$ cat config.mk
export PLATFORM = sky130hd
export DESIGN_NAME = pfra_ctrl
export DESIGN_NICKNAME = d
export VERILOG_FILES = /design/src/rtl/pfra_pkg.sv /design/src/rtl/pfra_ctrl.sv
export SDC_FILE = /design/constraint.sdc
export NUM_CORES = 1
export LEC_CHECK = 0
export BUFFER_PORTS_ARGS = -buffer_cell sky130_fd_sc_hd__buf_2
export CORE_AREA = 4 4 41 43
export CTS_BUF_LIST = sky130_fd_sc_hd__clkbuf_16
export CTS_CLUSTER_SIZE = 40
export DETAILED_ROUTE_END_ITERATION = 10
export DIE_AREA = 0 0 45 47
export PLACE_DENSITY = 0.7
export SYNTH_ARGS = -nofsm -noshare
export SYNTH_HDL_FRONTEND = slang
export SYNTH_SLANG_ARGS = --single-unit
$ cat constraint.sdc
create_clock -name clk -period 1.2 [get_ports clk]
set_input_delay 0 -clock clk [delete_from_list [all_inputs] [get_ports clk]]
set_output_delay 0 -clock clk [all_outputs]
set_load 0.03 [all_outputs]
$ cat src/rtl/pfra_pkg.sv
package pfra_pkg;

    localparam logic [1:0] OP_CLEAR  = 2'd0;
    localparam logic [1:0] OP_ADD    = 2'd1;
    localparam logic [1:0] OP_ALLOC  = 2'd2;
    localparam logic [1:0] OP_UNUSED = 2'd3;

    localparam logic [1:0] STATUS_OK    = 2'd0;
    localparam logic [1:0] STATUS_FULL  = 2'd1;
    localparam logic [1:0] STATUS_EMPTY = 2'd2;

    localparam logic [31:0] AVAILABLE_TYPE = 32'd1;
    localparam logic [63:0] RESET_MIN_ADDR = 64'h0000_0000_0010_0000;

    localparam int IN_W  = 160;
    localparam int OUT_W = 624;

    typedef enum logic [3:0] {
        ST_IDLE,
        ST_CLEAR,
        ST_ADD1,
        ST_ADD2,
        ST_ADD3,
        ST_ADD4,
        ST_SEED,
        ST_TEST,
        ST_READ,
        ST_CHECK,
        ST_DONE
    } state_t;

    typedef struct packed {
        logic load;
        logic clear;
        logic add1;
        logic add2;
        logic add3;
        logic add4;
        logic seed;
        logic step;
        logic grant;
        logic set_empty;
        logic emit;
    } cmd_t;

    typedef struct packed {
        logic frames_zero;
        logic cursor_end;
        logic hit;
    } sts_t;

    function automatic logic [63:0] sat_add(input logic [63:0] a, input logic [63:0] b);
        logic [64:0] s;
        s = {1'b0, a} + {1'b0, b};
        return s[64] ? {64{1'b1}} : s[63:0];
    endfunction

endpackage

$ cat src/rtl/pfra_ctrl.sv
module pfra_ctrl (
    input  logic               clk,
    input  logic               rst_n,
    input  logic               s_tvalid,
    input  logic [1:0]         s_op,
    output logic               s_tready,
    output logic               m_tvalid,
    input  logic               m_tready,
    input  pfra_pkg::sts_t     sts,
    output pfra_pkg::cmd_t     cmd
);

    pfra_pkg::state_t state_reg, state_next;
    logic out_valid_reg, out_valid_next;

    always_ff @(posedge clk or negedge rst_n)
    begin
        if (!rst_n)
        begin
            state_reg     <= pfra_pkg::ST_IDLE;
            out_valid_reg <= 1'b0;
        end
        else
        begin
            state_reg     <= state_next;
            out_valid_reg <= out_valid_next;
        end
    end

    always_comb
    begin
        state_next = state_reg;
        cmd        = '0;
        case (state_reg)
            pfra_pkg::ST_IDLE:
            begin
                if (s_tvalid)
                begin
                    cmd.load = 1'b1;
                    case (s_op)
                        pfra_pkg::OP_CLEAR: state_next = pfra_pkg::ST_CLEAR;
                        pfra_pkg::OP_ADD:   state_next = pfra_pkg::ST_ADD1;
                        pfra_pkg::OP_ALLOC: state_next = pfra_pkg::ST_SEED;
                        default:            state_next = pfra_pkg::ST_DONE;
                    endcase
                end
            end
            pfra_pkg::ST_CLEAR:
            begin
                cmd.clear  = 1'b1;
                state_next = pfra_pkg::ST_DONE;
            end
            pfra_pkg::ST_ADD1:
            begin
                cmd.add1   = 1'b1;
                state_next = pfra_pkg::ST_ADD2;
            end
            pfra_pkg::ST_ADD2:
            begin
                cmd.add2   = 1'b1;
                state_next = pfra_pkg::ST_ADD3;
            end
            pfra_pkg::ST_ADD3:
            begin
                cmd.add3   = 1'b1;
                state_next = pfra_pkg::ST_ADD4;
            end
            pfra_pkg::ST_ADD4:
            begin
                cmd.add4   = 1'b1;
                state_next = pfra_pkg::ST_DONE;
            end
            pfra_pkg::ST_SEED:
            begin
                cmd.seed   = 1'b1;
                state_next = pfra_pkg::ST_TEST;
            end
            pfra_pkg::ST_TEST:
            begin
                if (sts.frames_zero)
                begin
                    cmd.set_empty = 1'b1;
                    state_next    = pfra_pkg::ST_DONE;
                end
                else
                begin
                    state_next = pfra_pkg::ST_READ;
                end
            end
            pfra_pkg::ST_READ:
            begin
                state_next = pfra_pkg::ST_CHECK;
            end
            pfra_pkg::ST_CHECK:
            begin
                if (sts.cursor_end)
                begin
                    cmd.set_empty = 1'b1;
                    state_next    = pfra_pkg::ST_DONE;
                end
                else if (sts.hit)
                begin
                    cmd.grant  = 1'b1;
                    state_next = pfra_pkg::ST_DONE;
                end
                else
                begin
                    cmd.step   = 1'b1;
                    state_next = pfra_pkg::ST_READ;
                end
            end
            pfra_pkg::ST_DONE:
            begin
                if (!out_valid_reg || m_tready)
                begin
                    cmd.emit   = 1'b1;
                    state_next = pfra_pkg::ST_IDLE;
                end
            end
            default:
            begin
                state_next = pfra_pkg::ST_IDLE;
            end
        endcase
    end

    always_comb
    begin
        if (cmd.emit)
        begin
            out_valid_next = 1'b1;
        end
        else if (m_tready)
        begin
            out_valid_next = 1'b0;
        end
        else
        begin
            out_valid_next = out_valid_reg;
        end
    end

    assign s_tready = (state_reg == pfra_pkg::ST_IDLE);
    assign m_tvalid = out_valid_reg;

endmodule

; Word level (Yosys, flattened, before mapping)
; Index checks and enable logic that the tools add are counted.
[totals]
register_bits = 5
inputBits = 9
output_inout_bits = 13
[op_classes]
n_eq_ne = 14
n_mux = 26
reduce_logical = 7
[ops]
columns = op, n
row1 = $pmux 4 s10, 1
row2 = $eq 4x3->1 const B, 4
row3 = $mux 1, 16
row4 = $eq 4x4->1 const B, 3
row5 = $mux 4, 3
row6 = $pmux 4 s3, 1
row7 = $eq 4x2->1 const B, 2
row8 = $mux 2, 4
row9 = $eq 4x1->1 const B, 1
row10 = $logic_not 4->1, 1
row11 = $ne 2x2->1 const B, 2
row12 = $eq 2x1->1 const B, 1
row13 = $eq 2x2->1 const B, 1
row14 = $logic_not 2->1, 1
row15 = $pmux 1 s2, 1
row16 = $reduce_and 2->1, 1
row17 = $reduce_bool 2->1, 1
row18 = $reduce_or 2->1, 1
row19 = $logic_not 1->1, 1
row20 = $logic_or 1x1->1, 1

; Depth between registers and ports, before layout
; Gate-level depths: netlist of the first run.
[depth]
word_depth = 5
ltp_mapped = 5
depth_no_buf = 4

; Worst setup path after synthesis of the first run
; OpenSTA, ideal clock, no wires.
[synth_timing]
kind = reg-to-output
from = register state_reg[1]
to = output cmd[2] (netlist bit)
t_arrival_ps = 1633
required_ps = 1200
slack_ps = -433
stages_incl_launch_ff = 4
path_buffers = 1
cell_sequence = dfrtp_1 buf_6 nand2b_1 nor4_1
[synth_rtl]
columns = element, line_no
row1 = "start, declared", pfra_ctrl.sv:13  ; pfra_pkg::state_t state_reg, state_next;
row2 = "start signal, assigned", pfra_ctrl.sv:20  ; state_reg <= pfra_pkg::ST_IDLE;
row3 = "start signal, assigned", pfra_ctrl.sv:25  ; state_reg <= state_next;
row4 = "end, declared", pfra_ctrl.sv:10  ; output pfra_pkg::cmd_t cmd

==> flow_metrics.tcl, run 1 <==
set metrics [dict create \
    run_status "finished with violations" \
    failed_checks "negative setup slack" \
    report.final.hold_viol_count 0 \
    timing.critical_path.buf_inv 2 \
    track_usage_pct 16.43 \
    via_count 566 \
    rsz0062_at_grt "true" \
    timing.hold.worst_path_depth 3 \
    worst_slew_pin_slew_ns 0.3766 \
    final_ws_setup_ns -0.2867 \
    maximum_number_of_pins_on_one_net_before_global_route_repair 11 \
    start_util_pct 34.62 \
    cts-buffers-inserted 3 \
    yosys.area_share.xor_xnor_pct 0 \
    critical_path.max_stage_delay_ns 0.55 \
    hold_path_class "in -> reg" \
    htree_num_levels 1 \
    end_kind "output port" \
    mappedNetlistArea_um2 450.4 \
    postSynthNetCount 70 \
    peak_vdd_ir_uv 1852 \
    top_level_ports 22 \
    total_leakage_power_uw 0.0004606 \
    clk_transition_reported_paths_ns 0.03 \
    die_width_um 45 \
    highest_clock_frequency_the_design_can_meet_mhz 672.7 \
    synth_simple_gate_area_share_pct 41.67 \
    cts_num_sinks 5 \
    buffer_levels_on_the_longest_clock_path 2 \
    r2r_path_start "state_reg[1]" \
    antenna_found_initial 0 \
    yosys_warning_count 0 \
    avgViaCountPerCell 4.879 \
    synthDominantAreaCellType "sky130_fd_sc_hd__dfrtp_1" \
    yosys.area_share.adder_pct 0 \
    yosysSeqAreaShare_pct 27.78 \
    postLayoutCoreUtil_pct 73.17 \
    cap_viol_max_count 0 \
    dominant_combinational_cell_family_by_area_after_synthesis "simple AND/OR/NAND/NOR gates" \
    startpoint_type "flop" \
    final_antenna_net_count 0 \
    synth_top_area_cells "sky130_fd_sc_hd__dfrtp_1, sky130_fd_sc_hd__nand2b_1, sky130_fd_sc_hd__nor3_1" \
    timing.critical_path.fanout_max 4 \
    wl_per_cell_um 14.24 \
    critical_path.top_delay_family "simple AND/OR/NAND/NOR gates" \
    ff2ff_path_depth 4 \
    timing.final.max_slew_violations 0 \
    die_h_um 47 \
    synth-edff-count 0 \
    dp_worst_setup_slack_ns -0.1282 \
    synth_mux_area_share_pct 0 \
    first_pass_drt_iterations 2 \
    min_period_ns 1.487 \
    last_element_of_the_critical_path "cmd[10]" \
    post_route_cells_drive_above_1_share_pct 63.37 \
    worst_path_max_delay_cell "sky130_fd_sc_hd__or4_4" \
    portBuffers 21 \
    synth.avg_cell_area_um2 7.384 \
    final.setup.tns_ns -2.690 \
    routed_wirelength_um 1652 \
    criticalPathCategory "reg -> out" \
    drt_iter0_markers 2 \
    placement.cell_area_um2 671.9 \
    worstReg2RegEnd "state_reg[1]" \
    finalHoldWorstSlack_ns 0.07374 \
    crit_start "state_reg[1]" \
    synth_compound_gate_area_share_pct 18.33 \
    synthDistinctLibCells 28 \
    ys_seq_elements 5 \
    clk_latency_ns 0.22 \
    dp_hpwl_um 1051 \
    timing.critical_path.depth 4 \
    floorplan.die_area_um2 2115 \
    required_ns 1.20 \
    reg2reg_setup_slack_ns -0.22 \
    overflow 0 \
    fin_worst_skew_ns 0.002560 \
    final_design_area_no_fill_um2 952.2 \
    clockRootBuffer "sky130_fd_sc_hd__clkbuf_16" \
    pwr_density_cell_nw_per_um2 3013 \
    insertedDiodeCount 0 \
    grt_pass1_wl_um 2477 \
    commonest_cells_post_synth "sky130_fd_sc_hd__nand2b_1, sky130_fd_sc_hd__nor3_1, sky130_fd_sc_hd__nor2_1, sky130_fd_sc_hd__dfrtp_1, sky130_fd_sc_hd__inv_1" \
    critical_path.cell_chain "or4_4 > inv_4 > and2_4 > buf_6" \
    post-route-period-util_pct 123.9 \
    max_ffs_per_register 4 \
    synthDominantCellAreaShare_pct 27.78 \
    route.detailed.drc 0 \
    row_count 13 \
    async_reset_ff_share_pct 100.0 \
    globalplace.congestion 0.7905 \
    layout.nets 111 \
    grt_pass1_vias 572 \
    critical_path_arrival_ns 1.49 \
    area_growth_pct 111.4 \
    synth_flop_cell "sky130_fd_sc_hd__dfrtp_1" \
    cts_tree "built" \
    worst_slew_margin_rel_pct 74.25 \
    core_region_um2 1301 \
    final-setup-viol-count 15 \
    post_synth_inst_count 61 \
]
[per-layer routing]
layer | track usage (%) | wire, um | vias up
met3 | 6.130 | 93 | 0
met4 | 3.509 | 0 | 0
met2 | 29.66 | 869 | 13
met5 | 0 | 0 | -
met1 | 18.43 | 689 | 259
li1 | - | - | 294
[placed cells by master, fill, tap and decap left out, types with 4 or more instances in the layout]
cell type	Yosys	routed
sky130_fd_sc_hd__nor3_2	0	4
sky130_fd_sc_hd__dfrtp_1	5	4
sky130_fd_sc_hd__nor2_1	6	5
sky130_fd_sc_hd__buf_6	1	7
sky130_fd_sc_hd__buf_2	2	10
sky130_fd_sc_hd__inv_1	4	5
sky130_fd_sc_hd__nand2b_4	0	4
sky130_fd_sc_hd__buf_4	2	23
[worst min-delay path by stage]
stage | start | end | slack [ns]
floorplan | rst_n | m_tvalid | -0.30
global placement | rst_n | state_reg[0] | -0.18
detailed placement | rst_n | state_reg[0] | -0.18
CTS | m_tready | m_tvalid | 0.08
global route | m_tready | state_reg[3] | 0.10
finish | m_tready | m_tvalid | 0.07
[kinds of logic (layout without fill, tap and decap cells)]
group,count (synthesis),count (layout)
AOI/OAI and AO/OA,12,12
DFF,5,5
buffers and inverters,10,50
and+or+nand+nor,34,34
[layout make-up]
cell class	count	area [um^2]
clock inverters	1	3.754
flip-flops and latches	5	126.4
repair buffers	41	311.5
well taps	15	18.77
clock buffers	3	75.07
fillers	98	349.1
multi-input cells	46	395.4
inverters	5	21.27
[worst register-to-register path, cell delays in order, from the launching register on]
cell and delay, ns:
sky130_fd_sc_hd__dfrtp_1 0.40, sky130_fd_sc_hd__or4_4 0.55, sky130_fd_sc_hd__buf_4 0.16, sky130_fd_sc_hd__o21ai_2 0.12
sky130_fd_sc_hd__o21ai_1 0.08
[stage by stage]
stage	total power, uW	cells
after global placement	1740	104
after detailed placement	1766	104
final	2869	116
after global routing	3044	116
after floorplan	1318	61
after CTS	2613	112
[timing repair]
| item | 4_1_cts | 5_1_grt |
|---|---|---|
| setup endpoints to repair | 15 | 15 |
| hold endpoints to repair | 5 | 0 |
| setup buffers | 3 | 4 |
| pin swaps | 5 | 3 |
| resized for setup | 26 | 12 |
| hold buffers | 1 | 0 |
| gates cloned | 0 | 1 |
[power by group]
| group | leakage, uW | switching [uW] | internal, uW |
|---|---|---|---|
| logic | 0.000356 | 1030 | 958 |
| clock network | 0.0000423 | 103 | 431 |
| registers | 0.0000627 | 88.0 | 256 |
Power figures use the tool's default switching activity.
==> run 2, diff against run 1 <==
--- a/config.mk
+++ b/config.mk
@@ -12,6 +12,7 @@
 export DETAILED_ROUTE_END_ITERATION = 10
 export DIE_AREA = 0 0 45 47
 export PLACE_DENSITY = 0.7
+export RECOVER_POWER = 100
 export SYNTH_ARGS = -nofsm -noshare
 export SYNTH_HDL_FRONTEND = slang
 export SYNTH_SLANG_ARGS = --single-unit
==> run 2 against run 1 <==
  * Wire length shrank 0.24%
  * Clock power is essentially flat
  * Critical path depth is the same
  * Core utilization shrank 0.19 points
  * Sequential share of layout area is essentially flat
  * The flow still finishes with violations (negative setup slack)
  * Critical endpoint unchanged
==> flow_metrics.tcl, run 2 (same netlist as run 1, synthesis figures left out) <==
set metrics [dict create \
    report.final.hold_viol_count 0 \
    worst_slew_pin_slew_ns 0.3765 \
    globalplace.congestion 0.7905 \
    clk_latency_ns 0.23 \
    peak_vdd_ir_uv 1850 \
    grt_pass1_wl_um 2477 \
    routed_wirelength_um 1648 \
    required_ns 1.20 \
    fin_worst_skew_ns 0.002743 \
    total_leakage_power_uw 0.0004536 \
    criticalPathCategory "reg -> out" \
    clk_transition_reported_paths_ns 0.03 \
    final_ws_setup_ns -0.2893 \
    post-route-period-util_pct 124.1 \
    layout.nets 111 \
    highest_clock_frequency_the_design_can_meet_mhz 671.4 \
    clockRootBuffer "sky130_fd_sc_hd__clkbuf_16" \
    insertedDiodeCount 0 \
    cts-buffers-inserted 3 \
    core_region_um2 1301 \
    max_ffs_per_register 4 \
    timing.final.max_slew_violations 0 \
    portBuffers 21 \
    dp_hpwl_um 1051 \
    wl_per_cell_um 14.21 \
    worstReg2RegEnd "state_reg[3]" \
    cts_num_sinks 5 \
    area_growth_pct 110.8 \
    layout_commonest_cell "sky130_fd_sc_hd__buf_4" \
    pwr_density_cell_nw_per_um2 3015 \
    r2r_path_start "state_reg[1]" \
    critical_path_arrival_ns 1.49 \
    final_antenna_net_count 0 \
    maximum_number_of_pins_on_one_net_before_global_route_repair 11 \
    avgViaCountPerCell 4.871 \
    multiInputGateArea_um2 395.4 \
    antenna_found_initial 0 \
    cts_tree "built" \
    hold_path_class "in -> reg" \
    track_usage_pct 16.43 \
    first_pass_drt_iterations 2 \
    start_util_pct 34.62 \
    startpoint_type "flop" \
    floorplan.die_area_um2 2115 \
    overflow 0 \
    htree_num_levels 1 \
    last_element_of_the_critical_path "cmd[10]" \
    crit_start "state_reg[1]" \
    final.setup.tns_ns -2.688 \
    timing.critical_path.fanout_max 4 \
    worst_slew_margin_rel_pct 74.25 \
    row_count 13 \
    reg2reg_setup_slack_ns -0.23 \
    fillers 100 \
    buffer_levels_on_the_longest_clock_path 2 \
    die_h_um 47 \
    top_level_ports 22 \
    failed_checks "negative setup slack" \
    route.detailed.drc 0 \
    min_period_ns 1.489 \
    layout.area.seq_um2 126.4 \
    most_frequent_cells_in_the_layout "sky130_fd_sc_hd__buf_4, sky130_fd_sc_hd__buf_2, sky130_fd_sc_hd__buf_6" \
    end_kind "output port" \
    drt_iter0_markers 3 \
    die_width_um 45 \
    via_count 565 \
    cap_viol_max_count 0 \
    rsz0062_at_grt "true" \
    grt_pass1_vias 572 \
    post_route_cells_drive_above_1_share_pct 61.39 \
    finalHoldWorstSlack_ns 0.07334 \
    run_status "finished with violations" \
    ff2ff_path_depth 4 \
    final-setup-viol-count 15 \
]
-- run 2: power by group --
| part | total, uW | internal [uW] | switching, uW |
|---|---|---|---|
| combinational | 1980 | 952 | 1030 |
| clock | 535 | 431 | 104 |
| sequential | 344 | 256 | 88.4 |
| total | 2860 | 1640 | 1220 |
-- run 2: worst max-delay path, cell delays in order, from the launching register on --
cell	delay [ns]
sky130_fd_sc_hd__dfrtp_1	0.40
sky130_fd_sc_hd__or4_4	0.55
sky130_fd_sc_hd__inv_4	0.07
sky130_fd_sc_hd__and2_4	0.13
sky130_fd_sc_hd__buf_6	0.12
-- run 2: timing repair --
action / in CTS / in global routing
resized for setup: 26 / 12
endpoints found under the hold margin: 5 / 0
buffers inserted: 3 / 4
setup endpoints to repair: 15 / 15
pin swaps: 5 / 3
hold buffers: 1 / 0
cloned: 0 / 1
-- run 2: per-layer routing --
| layer | vias to the layer above | share of wire, % | track usage (%) |
|---|---|---|---|
| li1 | 294 | - | - |
| met1 | 258 | 42 | 18.43 |
| met2 | 13 | 52 | 29.66 |
| met3 | 0 | 5.7 | 6.130 |
| met4 | 0 | 0 | 3.509 |
| met5 | - | 0 | 0 |
-- run 2: cell type report --
| type | count | share of cell area, % |
|---|---|---|
| Multi-Input combinational cell | 46 | 41.63 |
| Tap cell | 15 | 1.976 |
| Timing Repair Buffer | 41 | 32.54 |
| Inverter | 5 | 2.240 |
| Clock inverter | 1 | 0.3953 |
| Sequential cell | 5 | 13.31 |
| Clock buffer | 3 | 7.905 |
-- run 2: per-stage QoR --
step	setup WS [ns]	power [uW]	std cells	cell area, um^2	util, %
6_report	-0.2893	2863	116	949.7	72.98
5_1_grt	-0.3375	3039	116	949.7	72.98
4_1_cts	-0.2937	2613	112	874.6	67.21
3_5_place_dp	-0.1282	1766	104	671.9	51.63
3_3_place_gp	-0.1159	1740	104	671.9	51.63
2_1_floorplan	-0.1561	1318	61	494.2	-
-- run 2: worst min-delay path by stage --
stage / startpoint / to / cells past startpoint
after global routing: m_tready / state_reg[3] / 4
after floorplan: rst_n / m_tvalid / 0
after detailed placement: rst_n / state_reg[0] / 1
after global placement: rst_n / state_reg[0] / 1
after CTS: m_tready / m_tvalid / 3
final: m_tready / m_tvalid / 3
==> run 3, diff against run 2 <==
--- a/config.mk
+++ b/config.mk
@@ -7,7 +7,7 @@
 export LEC_CHECK = 0
 export BUFFER_PORTS_ARGS = -buffer_cell sky130_fd_sc_hd__buf_2
 export CORE_AREA = 4 4 41 43
-export CTS_BUF_LIST = sky130_fd_sc_hd__clkbuf_16
+export CTS_BUF_LIST = sky130_fd_sc_hd__clkbuf_4
 export CTS_CLUSTER_SIZE = 40
 export DETAILED_ROUTE_END_ITERATION = 10
 export DIE_AREA = 0 0 45 47
==> run 3 against run 2 <==
  * The flow still finishes with violations (negative setup slack)
  * Maximum frequency fell by 2.5%
  * Via count rose by 9.0%
  * Flip-flop and latch count did not move
  * Setup slack got worse by 0.038 ns
  * Critical path depth rose by 1
  * Global-route usage fell by 0.11 points
  * Register-to-register slack barely moved
  * Sequential power fell by 5%
  * Total power fell by 0.64%
  * Clock power fell by 59%
  * Hold slack improved by 0.0048 ns
  * Critical path type unchanged
==> flow_metrics.tcl, run 3 (same netlist as run 1, synthesis figures left out) <==
set metrics [dict create \
    timing.critical_path.fanout_max 6 \
    critical_path_arrival_ns 1.53 \
    row_count 13 \
    post-route-period-util_pct 127.3 \
    dp_hpwl_um 1051 \
    timing.final.max_slew_violations 0 \
    power_uw 2845 \
    dp_worst_setup_slack_ns -0.1282 \
    final_antenna_net_count 0 \
    insertedDiodeCount 0 \
    post_route_cells_drive_above_1_share_pct 64.76 \
    die_h_um 47 \
    min_period_ns 1.528 \
    cts_tree "built" \
    placement.cell_area_um2 671.9 \
    cts-buffers-inserted 3 \
    share_of_total_power_in_combinational_logic_pct 80.8 \
    p_int_uw 1542 \
    drt_iter0_markers 4 \
    fillers 93 \
    routed_wirelength_um 1802 \
    worst_slew_margin_rel_pct 75.82 \
    share_clk_of_total_power_pct 7.7 \
    cts_num_sinks 5 \
    clk_transition_reported_paths_ns 0.04 \
    max_ffs_per_register 4 \
    reg2reg_setup_slack_ns -0.24 \
    startpoint_type "flop" \
    grt_pass1_vias 562 \
    routedLengthMet1_um 711 \
    clockRootBuffer "sky130_fd_sc_hd__clkbuf_4" \
    required_ns 1.20 \
    antenna_found_initial 0 \
    avgViaCountPerCell 5.133 \
    worst_slew_pin_slew_ns 0.3642 \
    first_pass_drt_iterations 4 \
    sw_power_uw 1303 \
    buffer_levels_on_the_longest_clock_path 2 \
    total_leakage_power_uw 0.0004680 \
    overflow 0 \
    wl_per_cell_um 15.02 \
    maximum_number_of_pins_on_one_net_before_global_route_repair 11 \
    portBuffers 21 \
    fin_worst_skew_ns 0.004539 \
    cap_viol_max_count 0 \
    peak_vdd_ir_uv 1946 \
    sw_share_pct 45.79 \
    criticalPathCategory "reg -> out" \
    floorplan.die_area_um2 2115 \
    core_region_um2 1301 \
    die_width_um 45 \
    top_level_ports 22 \
    track_usage_pct 16.32 \
    pwr_density_cell_nw_per_um2 2842 \
    layout_commonest_cell "sky130_fd_sc_hd__buf_6" \
    topRoutingLayerUsed "met4" \
    met2RoutedLength_um 924 \
    layout.nets 115 \
    globalplace.congestion 0.7905 \
    share_seq_of_total_power_pct 11.5 \
    rsz0062_at_grt "true" \
    most_frequent_cells_in_the_layout "sky130_fd_sc_hd__buf_6, sky130_fd_sc_hd__buf_4, sky130_fd_sc_hd__buf_2" \
    area_growth_pct 122.2 \
    met3RoutedLength_um 94 \
    route.detailed.drc 0 \
    htree_num_levels 1 \
    report.final.hold_viol_count 0 \
    via_count 616 \
    start_util_pct 34.62 \
    grt_pass1_wl_um 2415 \
    highest_clock_frequency_the_design_can_meet_mhz 654.6 \
    run_status "finished with violations" \
    failed_checks "negative setup slack" \
    final.setup.tns_ns -2.981 \
    final_ws_setup_ns -0.3276 \
    final_design_area_no_fill_um2 1001 \
    final-setup-viol-count 14 \
    clk_latency_ns 0.25 \
    finalHoldWorstSlack_ns 0.07818 \
    hold_path_class "in -> reg" \
    end_kind "output port" \
]
run 3: cell count changes in the layout (fill, tap and decap cells not counted), sizes merged:
cell	before	now
inv	6	5
buf	37	42
run 3: through the flow:
step                utilization [%]  instances
global route                  76.92        120
finish                        76.92        120
detailed placement            51.63        104
floorplan                         -         61
CTS                           62.69        112
global placement              51.63        104
run 3: cell type report:
type / instances / area [um^2] / share of cell area [%]
timing repair buffer: 45 / 384.1 / 38.37
multi-input combinational: 46 / 421.7 / 42.12
inverter: 5 / 21.27 / 2.125
clock buffer: 4 / 30.03 / 3.000
sequential: 5 / 125.1 / 12.50
tap: 15 / 18.77 / 1.875
run 3: worst paths after layout:
check                              from            to  cells past startpoint
hold reg to reg                m_tvalid      m_tvalid                      2
min in group asynchronous         rst_n  state_reg[1]                      2
hold / removal                 m_tready      m_tvalid                      3
setup / recovery           state_reg[0]        cmd[8]                      5
max in group asynchronous         rst_n  state_reg[3]                      2
setup reg to reg           state_reg[0]  state_reg[3]                      4
run 3: what timing repair did:
item | CTS | global route
hold buffers | 1 | 0
setup buffers | 3 | 9
hold endpoints to repair | 5 | 0
resized for setup | 24 | 29
setup endpoints to repair | 15 | 15
pin swaps | 3 | 4
run 3: metal layers:
metal / track usage, % / up-vias
li1: - / 301
met1: 16.74 / 287
met2: 29.10 / 19
met3: 5.364 / 9
met4: 9.357 / 0
met5: 0 / -
run 3: critical path: stages (launching register included):
cell and delay (ns):
sky130_fd_sc_hd__dfrtp_1 0.39, sky130_fd_sc_hd__buf_6 0.14, sky130_fd_sc_hd__or2b_1 0.27, sky130_fd_sc_hd__buf_4 0.16
sky130_fd_sc_hd__nor3_4 0.16, sky130_fd_sc_hd__buf_6 0.17
run 3: power by group through the flow:
stage / sequential (uW) / combinational (uW) / clock [uW]
after CTS: 321 / 1720 / 227
after floorplan: 322 / 996 / 0
after global routing: 337 / 2430 / 241
final: 327 / 2300 / 219
after global placement: 315 / 1430 / 0
after detailed placement: 324 / 1440 / 0
